[src/rtl/tdr_pkg.sv]
`timescale 1ns / 1ps
// ----------------------------------------------------------------------------
// tdr_pkg
// Types and codes shared by the table-driven DFA recognizer modules.
// ----------------------------------------------------------------------------
package tdr_pkg;

  typedef enum logic [1:0] {
    OP_LOAD   = 2'd0,
    OP_DEFINE = 2'd1,
    OP_FEED   = 2'd2,
    OP_QUERY  = 2'd3
  } op_t;

  typedef enum logic [1:0] {
    S_CLEAR,
    S_IDLE,
    S_EXEC
  } back_state_t;

  typedef struct packed {
    logic [1:0] operation;
    logic [3:0] state_id;
    logic [7:0] symbol;
    logic [3:0] dest_state;
    logic       accept_flag;
    logic       last_symbol;
  } in_item_t;

  typedef struct packed {
    logic [3:0] from_state;
    logic [3:0] to_state;
    logic       matched;
    logic       end_of_string;
    logic       accepted;
    logic       is_dead;
  } out_item_t;

  // classified command passed from front to back
  typedef struct packed {
    op_t        op;
    logic [3:0] sid;
    logic [7:0] sym;
    logic [3:0] dst;
    logic       acc;
    logic       last;
  } cmd_t;

  typedef struct packed {
    logic valid;
    logic full;
  } q_status_t;

endpackage

[src/rtl/tdr_queue.sv]
`timescale 1ns / 1ps
// ----------------------------------------------------------------------------
// tdr_queue
// Two-entry command queue between front and back.
// ----------------------------------------------------------------------------
module tdr_queue (
  input  logic                clk,
  input  logic                rst,
  input  logic                push,
  input  tdr_pkg::cmd_t       push_cmd,
  input  logic                pop,
  output tdr_pkg::cmd_t       head,
  output tdr_pkg::q_status_t  status
);

  tdr_pkg::cmd_t slots [2];
  logic       wr_ptr;
  logic       rd_ptr;
  logic [1:0] count;

  always_ff @(posedge clk) begin
    if (rst) begin
      wr_ptr <= 1'b0;
      rd_ptr <= 1'b0;
      count  <= 2'd0;
    end else begin
      if (push) wr_ptr <= ~wr_ptr;
      if (pop)  rd_ptr <= ~rd_ptr;
      count <= count + 2'(push) - 2'(pop);
    end
  end

  always_ff @(posedge clk) begin
    if (push) slots[wr_ptr] <= push_cmd;
  end

  assign head         = slots[rd_ptr];
  assign status.valid = (count != 2'd0);
  assign status.full  = (count == 2'd2);

endmodule

[config.mk]
export PLATFORM = sky130hd
export DESIGN_NAME = tdr_queue
export DESIGN_NICKNAME = d
export VERILOG_FILES = /design/src/rtl/tdr_pkg.sv /design/src/rtl/tdr_queue.sv
export SDC_FILE = /design/constraint.sdc
export NUM_CORES = 1
export LEC_CHECK = 0
export ABC_CLOCK_PERIOD_IN_PS = 2400
export BUFFER_PORTS_ARGS = -buffer_cell sky130_fd_sc_hd__buf_2
export CELL_PAD_IN_SITES_DETAIL_PLACEMENT = 0
export CELL_PAD_IN_SITES_GLOBAL_PLACEMENT = 1
export CORE_UTILIZATION = 43
export DETAILED_ROUTE_END_ITERATION = 6
export PLACE_DENSITY_LB_ADDON = 0.1
export SLEW_MARGIN = 30
export SYNTH_ARGS = -nofsm -noshare
export SYNTH_HDL_FRONTEND = slang
export SYNTH_SLANG_ARGS = --single-unit
[constraint.sdc]
create_clock -name clk -period 2.4 [get_ports clk]
set_clock_uncertainty 0.05 [all_clocks]
set_input_delay 0.12 -clock clk [delete_from_list [all_inputs] [get_ports clk]]
set_output_delay 0.12 -clock clk [all_outputs]
set_load 0.02 [all_outputs]
==> results.ini, run 1 <==
[floorplanning]
die_w_um=65.7
core_area_sq_um=3770
rows=22
dieArea_sq_um=4310
die_height_um=65.7
ios=46
initial_core_util=0.462

[clocking]
clk_pin_slew_ps=70
cts_resized=0
numCtsBuffers=5
cts_max_level=2
postCtsSetupBuffers=0
clockBufferDepth=2
cts_tree=yes
clock-root-buffer=clkbuf_8
cts_sinks=45
clkLatencyLatePin_ps=280

[finish]
fillers=284
num_antenna_cells=0
nNetsFinal=183
drive_gt1_frac=0.478
area_delta_synth_final_pct=33.0

[worst_hold_path]
min-delay-start=pop
min_path_cells=3
min_to=rd_ptr$_SDFFE_PP0P_
worst_hold_path_type=primary input to register

[power]
p_leak_nw=0.950
p_sw_mw=0.381
p_seq_frac=0.564
ir_drop_mv=0.452
swShare=0.231
clkPwrFrac=0.248
combPwrFrac=0.188
p_int_mw=1.27
p_per_area_nw_per_um2=712

[timing]
finalHoldViolations=0
setup_viol=0
worst_slack_ps=792
period_share=0.670
slew_headroom=0.646
finalSetupTns_ps=0
post-route-min-period_ps=1610
max_freq_ghz=0.622
whs_ps=63.9
rsz0062_at_grt=no
slew_viol_final=0
tightest_slew_ps=528

[setup_path]
start_kind=register
r2r-end=slots[1][16]$_DFFE_PP_
crit_required_ps=2230
crit_arrival_ps=1440
endpoint_kind=primary output
critical_path.max_fanout=20
r2r-start=wr_ptr$_SDFFE_PP0P_
critPathKind=register to primary output
r2r_slack_ps=970
reg2reg_depth=2

[synth]
synthArstFlopShare=0
synth_seq_cells=45
synth_enable_flop_cells=40
synth_common_cells=edfxtp_1, mux2_4, dfxtp_1
syn_nets=109
syn_inst=83
synth_top_cell_by_area=edfxtp_1
ys_warn_count=0
syn_area_per_cell_sq_um=21.0
netlist_area_sq_um=1740
synth_most_common_cell=edfxtp_1
synth_cell_types=12
yosys_most_used_dff=edfxtp_1
synth_top_area_share=0.689
seq_area_frac_synth=0.747
synthTopCellsByArea=edfxtp_1, mux2_4, dfxtp_1

[outcome]
status=finished, final reports clean

[placement]
place_congestion=0.624
port_buffers=45
pre_cts_slack_ps=950

[drt]
viasPerCell=4.50
wl_um=2630
drt_iter0_markers=42
num_vias=922
drcViolationCount=0
wl_per_cell_um=12.8
ant_nets=0
drtPass1Iterations=4

[global_route]
grt_max_degree=21
grt_pass1_wl_um=4390
grt_usage=0.145
grt_overflow=0
grt_pass1_vias=982
antenna_found_initial=0

[flow_run]
maxCapViolations=0

## layout by cell type, fill, tap and decap left out, drive strengths merged
master / netlist / routed
inv: 2 / 2
and2: 1 / 1
mux2: 20 / 20
dlygate4sd3: 0 / 21
or2: 1 / 1
xnor3: 1 / 1
nor2: 4 / 4
dfxtp: 5 / 5
nor2b: 3 / 3
xnor2: 2 / 2
clkinv: 0 / 1
clkbuf: 0 / 6
ha: 2 / 2
buf: 2 / 48
edfxtp: 40 / 40
## routing by layer
metal | share of wire | up-vias | GRT usage
li1 | - | 454 | -
met1 | 0.43 | 434 | 0.162
met2 | 0.49 | 29 | 0.247
met3 | 0.057 | 5 | 0.0503
met4 | 0.021 | 0 | 0.0652
met5 | 0 | - | 0
## how the worst max path moves through the flow
stage                        start                     end  depth (start not counted)  slack, ps
2_1_floorplan  wr_ptr$_SDFFE_PP0P_   slots[0][0]$_DFFE_PP_                          1        710
3_3_place_gp   wr_ptr$_SDFFE_PP0P_   slots[0][9]$_DFFE_PP_                          2        960
3_5_place_dp   wr_ptr$_SDFFE_PP0P_  slots[0][14]$_DFFE_PP_                          2        950
4_1_cts                   register                head[14]                          3        760
5_1_grt                   register                head[14]                          3        700
6_report                  register                head[11]                          3        790
## worst max-delay path, stage by stage (launching register included)
cell and delay, ps:
dfxtp_1 310, buf_4 340, mux2_4 340, buf_2 160
## state kept, by name, summed over array words and instances, names as in the netlist, named ones only
signal	cells
wr_ptr	1
count	2
slots	40
rd_ptr	1
## through the flow
stage / total power [mW] / instance area [sq um] / std cells / util
after floorplan: 1.15 / 1740 / 83 / -
after global placement: 1.23 / 2030 / 177 / 0.538
after detailed placement: 1.24 / 2030 / 177 / 0.538
after CTS: 1.67 / 2320 / 205 / 0.614
after global routing: 1.73 / 2320 / 205 / 0.614
final: 1.65 / 2320 / 205 / 0.614
## cells by family after synthesis
family | Yosys count | share of synthesized area
flops | 45 | 0.747
mux | 20 | 0.172
simple gates | 9 | 0.0266
buf+inv | 4 | 0.0172
xor+xnor | 3 | 0.0230
fa+ha+maj | 2 | 0.0144
## power by group through the flow
stage | sequential [mW] | clock [mW] | combinational [mW]
after global routing | 0.936 | 0.460 | 0.337
after floorplan | 0.944 | 0 | 0.206
after global placement | 0.944 | 0 | 0.286
after detailed placement | 0.947 | 0 | 0.290
after CTS | 0.930 | 0.425 | 0.317
final | 0.930 | 0.409 | 0.311
## timing repair
| item | 4_1_cts | 5_1_grt |
|---|---|---|
| endpoints found under the setup margin | 0 | 0 |
| endpoints found under the hold margin | 45 | 0 |
| hold buffers | 21 | 0 |
## final cells by class
cell class | count | area (sq um) | area share
sequential | 45 | 1300 | 0.562
timing repair buffer | 69 | 458 | 0.198
multi-input combinational | 34 | 414 | 0.179
clock buffer | 6 | 72.6 | 0.0313
tap | 48 | 60.1 | 0.0259
inverter | 2 | 7.51 | 0.00324
clock inverter | 1 | 3.75 | 0.00162
Power figures use the tool's default switching activity.
==> inputs of run 2 (changes only) <==
--- a/config.mk
+++ b/config.mk
@@ -5,11 +5,11 @@
 export SDC_FILE = /design/constraint.sdc
 export NUM_CORES = 1
 export LEC_CHECK = 0
-export ABC_CLOCK_PERIOD_IN_PS = 2400
+export ABC_CLOCK_PERIOD_IN_PS = 1400
 export BUFFER_PORTS_ARGS = -buffer_cell sky130_fd_sc_hd__buf_2
 export CELL_PAD_IN_SITES_DETAIL_PLACEMENT = 0
 export CELL_PAD_IN_SITES_GLOBAL_PLACEMENT = 1
-export CORE_UTILIZATION = 43
+export CORE_UTILIZATION = 39
 export DETAILED_ROUTE_END_ITERATION = 6
 export PLACE_DENSITY_LB_ADDON = 0.1
 export SLEW_MARGIN = 30
==> constraint.sdc (replaced) <==
create_clock -name clk -period 1.4 [get_ports clk]
set_clock_uncertainty 0.05 [all_clocks]
set_input_delay 0.07 -clock clk [delete_from_list [all_inputs] [get_ports clk]]
set_output_delay 0.07 -clock clk [all_outputs]
set_load 0.02 [all_outputs]
==> results.ini, run 2 (synthesized netlist as in run 1, its figures left out) <==
[outcome]
status=finished, final reports clean

[placement]
place_congestion=0.586  ; -6.0%
place_area_sq_um=2080  ; +2.5%
port_buffers=45  ; unchanged

[setup_path]
worst_path_max_delay_cell=dfxtp_4
path_cells=buf_12, mux2_4, buf_2
max_stage_delay_ps=370  ; +30 ps
r2r-start=count[0]$_SDFF_PP0_
crit_arrival_ps=1260  ; -180 ps
crit_required_ps=1280  ; -950 ps
critPathKind=register to primary output
critical_path.max_fanout=10  ; -50%
start_kind=register
endpoint_kind=primary output

[timing]
finalHoldViolations=0  ; unchanged
slew_viol_final=0  ; unchanged
setup_viol=0  ; unchanged
tightest_slew_ps=177  ; -351 ps
slew_headroom=0.881  ; +0.235
post-route-min-period_ps=1380
finalSetupTns_ps=0  ; unchanged
max_freq_ghz=0.726
period_share=0.984
rsz0062_at_grt=yes

[drt]
drtPass1Iterations=4  ; unchanged
wl_per_cell_um=12.9  ; +0.97%
drcViolationCount=0  ; unchanged
drt_iter0_markers=40  ; -4.8%
wl_um=2730  ; +3.9%
viasPerCell=4.48  ; -0.42%
ant_nets=0  ; unchanged
num_vias=945  ; +2.5%

[finish]
most-common-layout-cells=edfxtp_1, buf_2, dlygate4sd3_1, mux2_4, buf_6
drive_gt1_frac=0.497  ; +0.0192
fin_area_sq_um=2510  ; +8.5%
top_regs=slots x40, count x2
area_delta_synth_final_pct=44.2
num_antenna_cells=0  ; unchanged
final_common_cell=edfxtp_1
top_register=slots
nNetsFinal=186  ; +1.6%
fillers=332  ; +17%
largest_register_ffs=40  ; unchanged

[clocking]
cts_tree=yes
cts_max_level=2  ; unchanged
numCtsBuffers=5  ; unchanged
postCtsSetupBuffers=0  ; unchanged
clockBufferDepth=2  ; unchanged
clk_pin_slew_ps=70  ; about the same
cts_sinks=45  ; unchanged
clock-root-buffer=clkbuf_8
clkLatencyLatePin_ps=290  ; about the same

[floorplanning]
die_w_um=68.9  ; +4.9%
core_area_sq_um=4140  ; +9.9%
dieArea_sq_um=4740  ; +9.9%
rows=23  ; +4.5%
die_height_um=68.9  ; +4.9%
ios=46  ; unchanged
initial_core_util=0.421  ; -0.0416

[global_route]
grt_max_degree=14  ; -33%
grt_pass1_wl_um=4110  ; -6.3%
grt_pass1_vias=929  ; -5.4%
antenna_found_initial=0  ; unchanged
grt_usage=0.133  ; -0.0123
grt_overflow=0  ; unchanged

[worst_hold_path]
min-delay-start=pop
worst_hold_path_type=primary input to register

[power]
ir_drop_mv=0.766  ; +69%
p_per_area_nw_per_um2=1250  ; +76%
p_leak_nw=1.03  ; +7.9%

[flow_run]
maxCapViolations=0  ; unchanged

-- run 2: changes by cell type in the layout (fill, tap and decap cells not counted) --
cell / before / now
bufinv_16: 0 / 1
buf_4: 3 / 4
buf_2: 45 / 27
buf_12: 0 / 2
dfxtp_1: 5 / 4
buf_6: 0 / 18
dfxtp_4: 0 / 1
-- run 2: metal layers --
layer / track usage / up-vias / wire (um) / part of all wire
li1: - / 462 / - / -
met1: 0.135 / 450 / 1030 / 0.38
met2: 0.227 / 31 / 1520 / 0.56
met3: 0.0707 / 2 / 166 / 0.061
met4: 0.0536 / 0 / 14 / 0.0051
met5: 0 / - / 0 / 0
-- run 2: power by group --
group / switching [mW] / internal [mW]
sequential: 0.0345 / 1.56
clock: 0.387 / 0.526
combinational: 0.273 / 0.365
-- run 2: worst paths after layout --
kind | slack (ps) | end | cells after the start
max reg2reg | 150 | count[1]$_SDFF_PP0_ | 6
max | 20 | head[18] | 3
min reg2reg | 470 | rd_ptr$_SDFFE_PP0P_ | 2
min | 30 | rd_ptr$_SDFFE_PP0P_ | 3
-- run 2: final cells by class --
cell class	instances	area, sq um	area share
flip-flops and latches	45	1310	0.519
repair buffers	72	618	0.246
well taps	50	62.6	0.0249
clock buffers	6	72.6	0.0289
inverters	2	7.51	0.00299
clock inverters	2	33.8	0.0134
multi-input cells	34	414	0.165
-- run 2: critical path: cells and delay by family, from the launching register on --
family | cells | cell delay (ps)
flip-flops | 1 | 370
multiplexers | 1 | 300
buffers and inverters | 2 | 310
-- run 2: timing repair --
item,4_1_cts,5_1_grt
endpoints found under the hold margin,45,0
gates cloned,0,0
gates resized for setup,6,32
hold buffers,21,0
setup endpoints to repair,20,20
-- run 2: stage by stage --
stage	total power, mW	instances	hold slack, ps	utilization	worst slack [ps]
after global placement	2.13	182	207	0.502	196
final	3.15	211	27.8	0.607	22.9
after floorplan	1.97	83	91.6	-	69.9
after CTS	3.12	211	23.4	0.582	-6.06
after detailed placement	2.15	182	211	0.502	156
after global routing	3.30	211	29.4	0.607	-35.1
==> inputs of run 3 (changes only) <==
--- a/config.mk
+++ b/config.mk
@@ -9,6 +9,7 @@
 export BUFFER_PORTS_ARGS = -buffer_cell sky130_fd_sc_hd__buf_2
 export CELL_PAD_IN_SITES_DETAIL_PLACEMENT = 0
 export CELL_PAD_IN_SITES_GLOBAL_PLACEMENT = 1
+export CORE_ASPECT_RATIO = 1.5
 export CORE_UTILIZATION = 39
 export DETAILED_ROUTE_END_ITERATION = 6
 export PLACE_DENSITY_LB_ADDON = 0.1
==> results.ini, run 3 (synthesized netlist as in run 1, its figures left out) <==
[drt]
drt_iter0_markers=6  ; -85%
wl_per_cell_um=14.3  ; +11%
wl_um=2990  ; +9.6%
viasPerCell=4.66  ; +3.9%
drcViolationCount=0  ; unchanged
num_vias=973  ; +3.0%
ant_nets=0  ; unchanged
drtPass1Iterations=2  ; -2

[setup_path]
r2r-start=count[0]$_SDFF_PP0_
r2r_slack_ps=190  ; +40 ps
critical_path.max_fanout=5  ; -5
critPathKind=register to primary output
endpoint=head[15]
reg2reg_depth=6  ; unchanged
crit_arrival_ps=1310  ; +50 ps
start_kind=register
endpoint_kind=primary output
r2r-end=count[1]$_SDFF_PP0_
crit_required_ps=1280  ; about the same

[timing]
slew_viol_final=0  ; unchanged
finalHoldViolations=0  ; unchanged
finalSetupTns_ps=-255  ; -255 ps
setup_viol=13  ; +13
post-route-min-period_ps=1430  ; +52.8 ps
tightest_slew_ps=180  ; +2.48 ps
max_freq_ghz=0.699  ; -3.7%
worst_slack_ps=-29.9  ; -52.8 ps
period_share=1.02  ; +0.0377
slew_headroom=0.879  ; -0.00166
rsz0062_at_grt=yes

[clocking]
clock-root-buffer=clkbuf_8
clk_pin_slew_ps=80  ; about the same
postCtsSetupBuffers=0  ; unchanged
cts_sinks=45  ; unchanged
clockBufferDepth=2  ; unchanged
clkLatencyLatePin_ps=290  ; about the same
cts_tree=yes
cts_max_level=2  ; unchanged
numCtsBuffers=5  ; unchanged

[global_route]
grt_use_met3=0.0388  ; -0.0320
top_usage_layer=met2
grtUsageMet1=0.116  ; -0.0186
grt_usage=0.127  ; -0.00578
grt_overflow=0  ; unchanged
grtUsageMet2=0.246  ; +0.0190
grt_pass1_vias=1036  ; +12%
antenna_found_initial=0  ; unchanged
grt_max_degree=21  ; +7
grt_pass1_wl_um=4410  ; +7.2%

[finish]
final_common_cell=edfxtp_1
top_regs=slots x40, count x2
area_delta_synth_final_pct=47.3
drive_gt1_frac=0.509  ; +0.0123
regArea_sq_um=1310  ; about the same
largest_register_ffs=40  ; unchanged
fillers=340  ; +2.4%
nNetsFinal=188  ; +1.1%
num_antenna_cells=0  ; unchanged
most-common-layout-cells=edfxtp_1, buf_2, dlygate4sd3_1, mux2_4, buf_6
top_register=slots
multiInputGateArea_sq_um=414  ; unchanged

[worst_hold_path]
worst_hold_path_type=primary input to register

[flow_run]
maxCapViolations=0  ; unchanged

[floorplanning]
rows=29  ; +26%
initial_core_util=0.411  ; -0.0100
die_height_um=83.9  ; +22%
core_area_sq_um=4250  ; +2.4%
dieArea_sq_um=4750  ; +0.12%
ios=46  ; unchanged
die_w_um=56.6  ; -18%

[outcome]
status=finished, violations left
violations=negative setup slack

[power]
p_total_mw=3.19  ; +1.3%
p_per_area_nw_per_um2=1240  ; -0.80%
p_leak_nw=1.05  ; +2.5%
ir_drop_mv=0.942  ; +23%

[placement]
place_congestion=0.610  ; +4.1%
port_buffers=45  ; unchanged
hpwl_um=1770

## run 3: changes by cell type in the layout (fill, tap and decap cells not counted), sizes merged
cell,change
clkbuf,+2
## run 3: through the flow
stage / std cells / setup WS (ps) / hold WS [ps] / area (sq um) / util
6_report: 209 / -29.9 / 27.6 / 2570 / 0.605
5_1_grt: 209 / -72.3 / 36.6 / 2570 / 0.605
4_1_cts: 206 / -40.6 / 20.9 / 2380 / 0.561
3_5_place_dp: 177 / 171 / 212 / 2060 / 0.484
3_3_place_gp: 177 / 202 / 208 / 2060 / 0.484
2_1_floorplan: 83 / 69.9 / 91.6 / 1750 / -
## run 3: metal layers
layer,share of wire,vias up,wire length (um)
met5,0,-,0
met1,0.34,466,1030
met2,0.60,31,1780
met3,0.044,6,132
li1,-,470,-
met4,0.015,0,46
## run 3: timing repair
action,CTS,global route
endpoints found under the hold margin,45,0
hold buffers,21,0
gates resized for setup,3,41
gates cloned,0,3
endpoints found under the setup margin,20,21
## run 3: final cells by class
| type | count | share of cell area |
|---|---|---|
| Inverter | 2 | 0.00292 |
| Sequential cell | 45 | 0.509 |
| Tap cell | 46 | 0.0224 |
| Clock inverter | 2 | 0.0132 |
| Clock buffer | 6 | 0.0283 |
| Timing Repair Buffer | 74 | 0.263 |
| Multi-Input combinational cell | 34 | 0.161 |
## run 3: how the worst min path moves through the flow
stage                start                    end  slack [ps]  cells past startpoint
6_report               pop    rd_ptr$_SDFFE_PP0P_          30                      3
4_1_cts                pop               register          20                      3
5_1_grt               push    wr_ptr$_SDFFE_PP0P_          40                      3
2_1_floorplan          rst    count[0]$_SDFF_PP0_          90                      1
3_5_place_dp   push_cmd[8]  slots[1][8]$_DFFE_PP_         210                      1
3_3_place_gp   push_cmd[7]  slots[1][7]$_DFFE_PP_         210                      1
## run 3: worst max-delay path, stage by stage (launching register included)
cell,delay [ps]
dfxtp_4,410
clkbuf_16,170
mux2_4,300
buf_6,130
## run 3: power breakdown
part	leakage (nW)	switching [mW]	internal (mW)	total (mW)
clock network	0.0528	0.386	0.526	0.913
registers	0.418	0.0376	1.56	1.60
logic	0.580	0.282	0.394	0.676
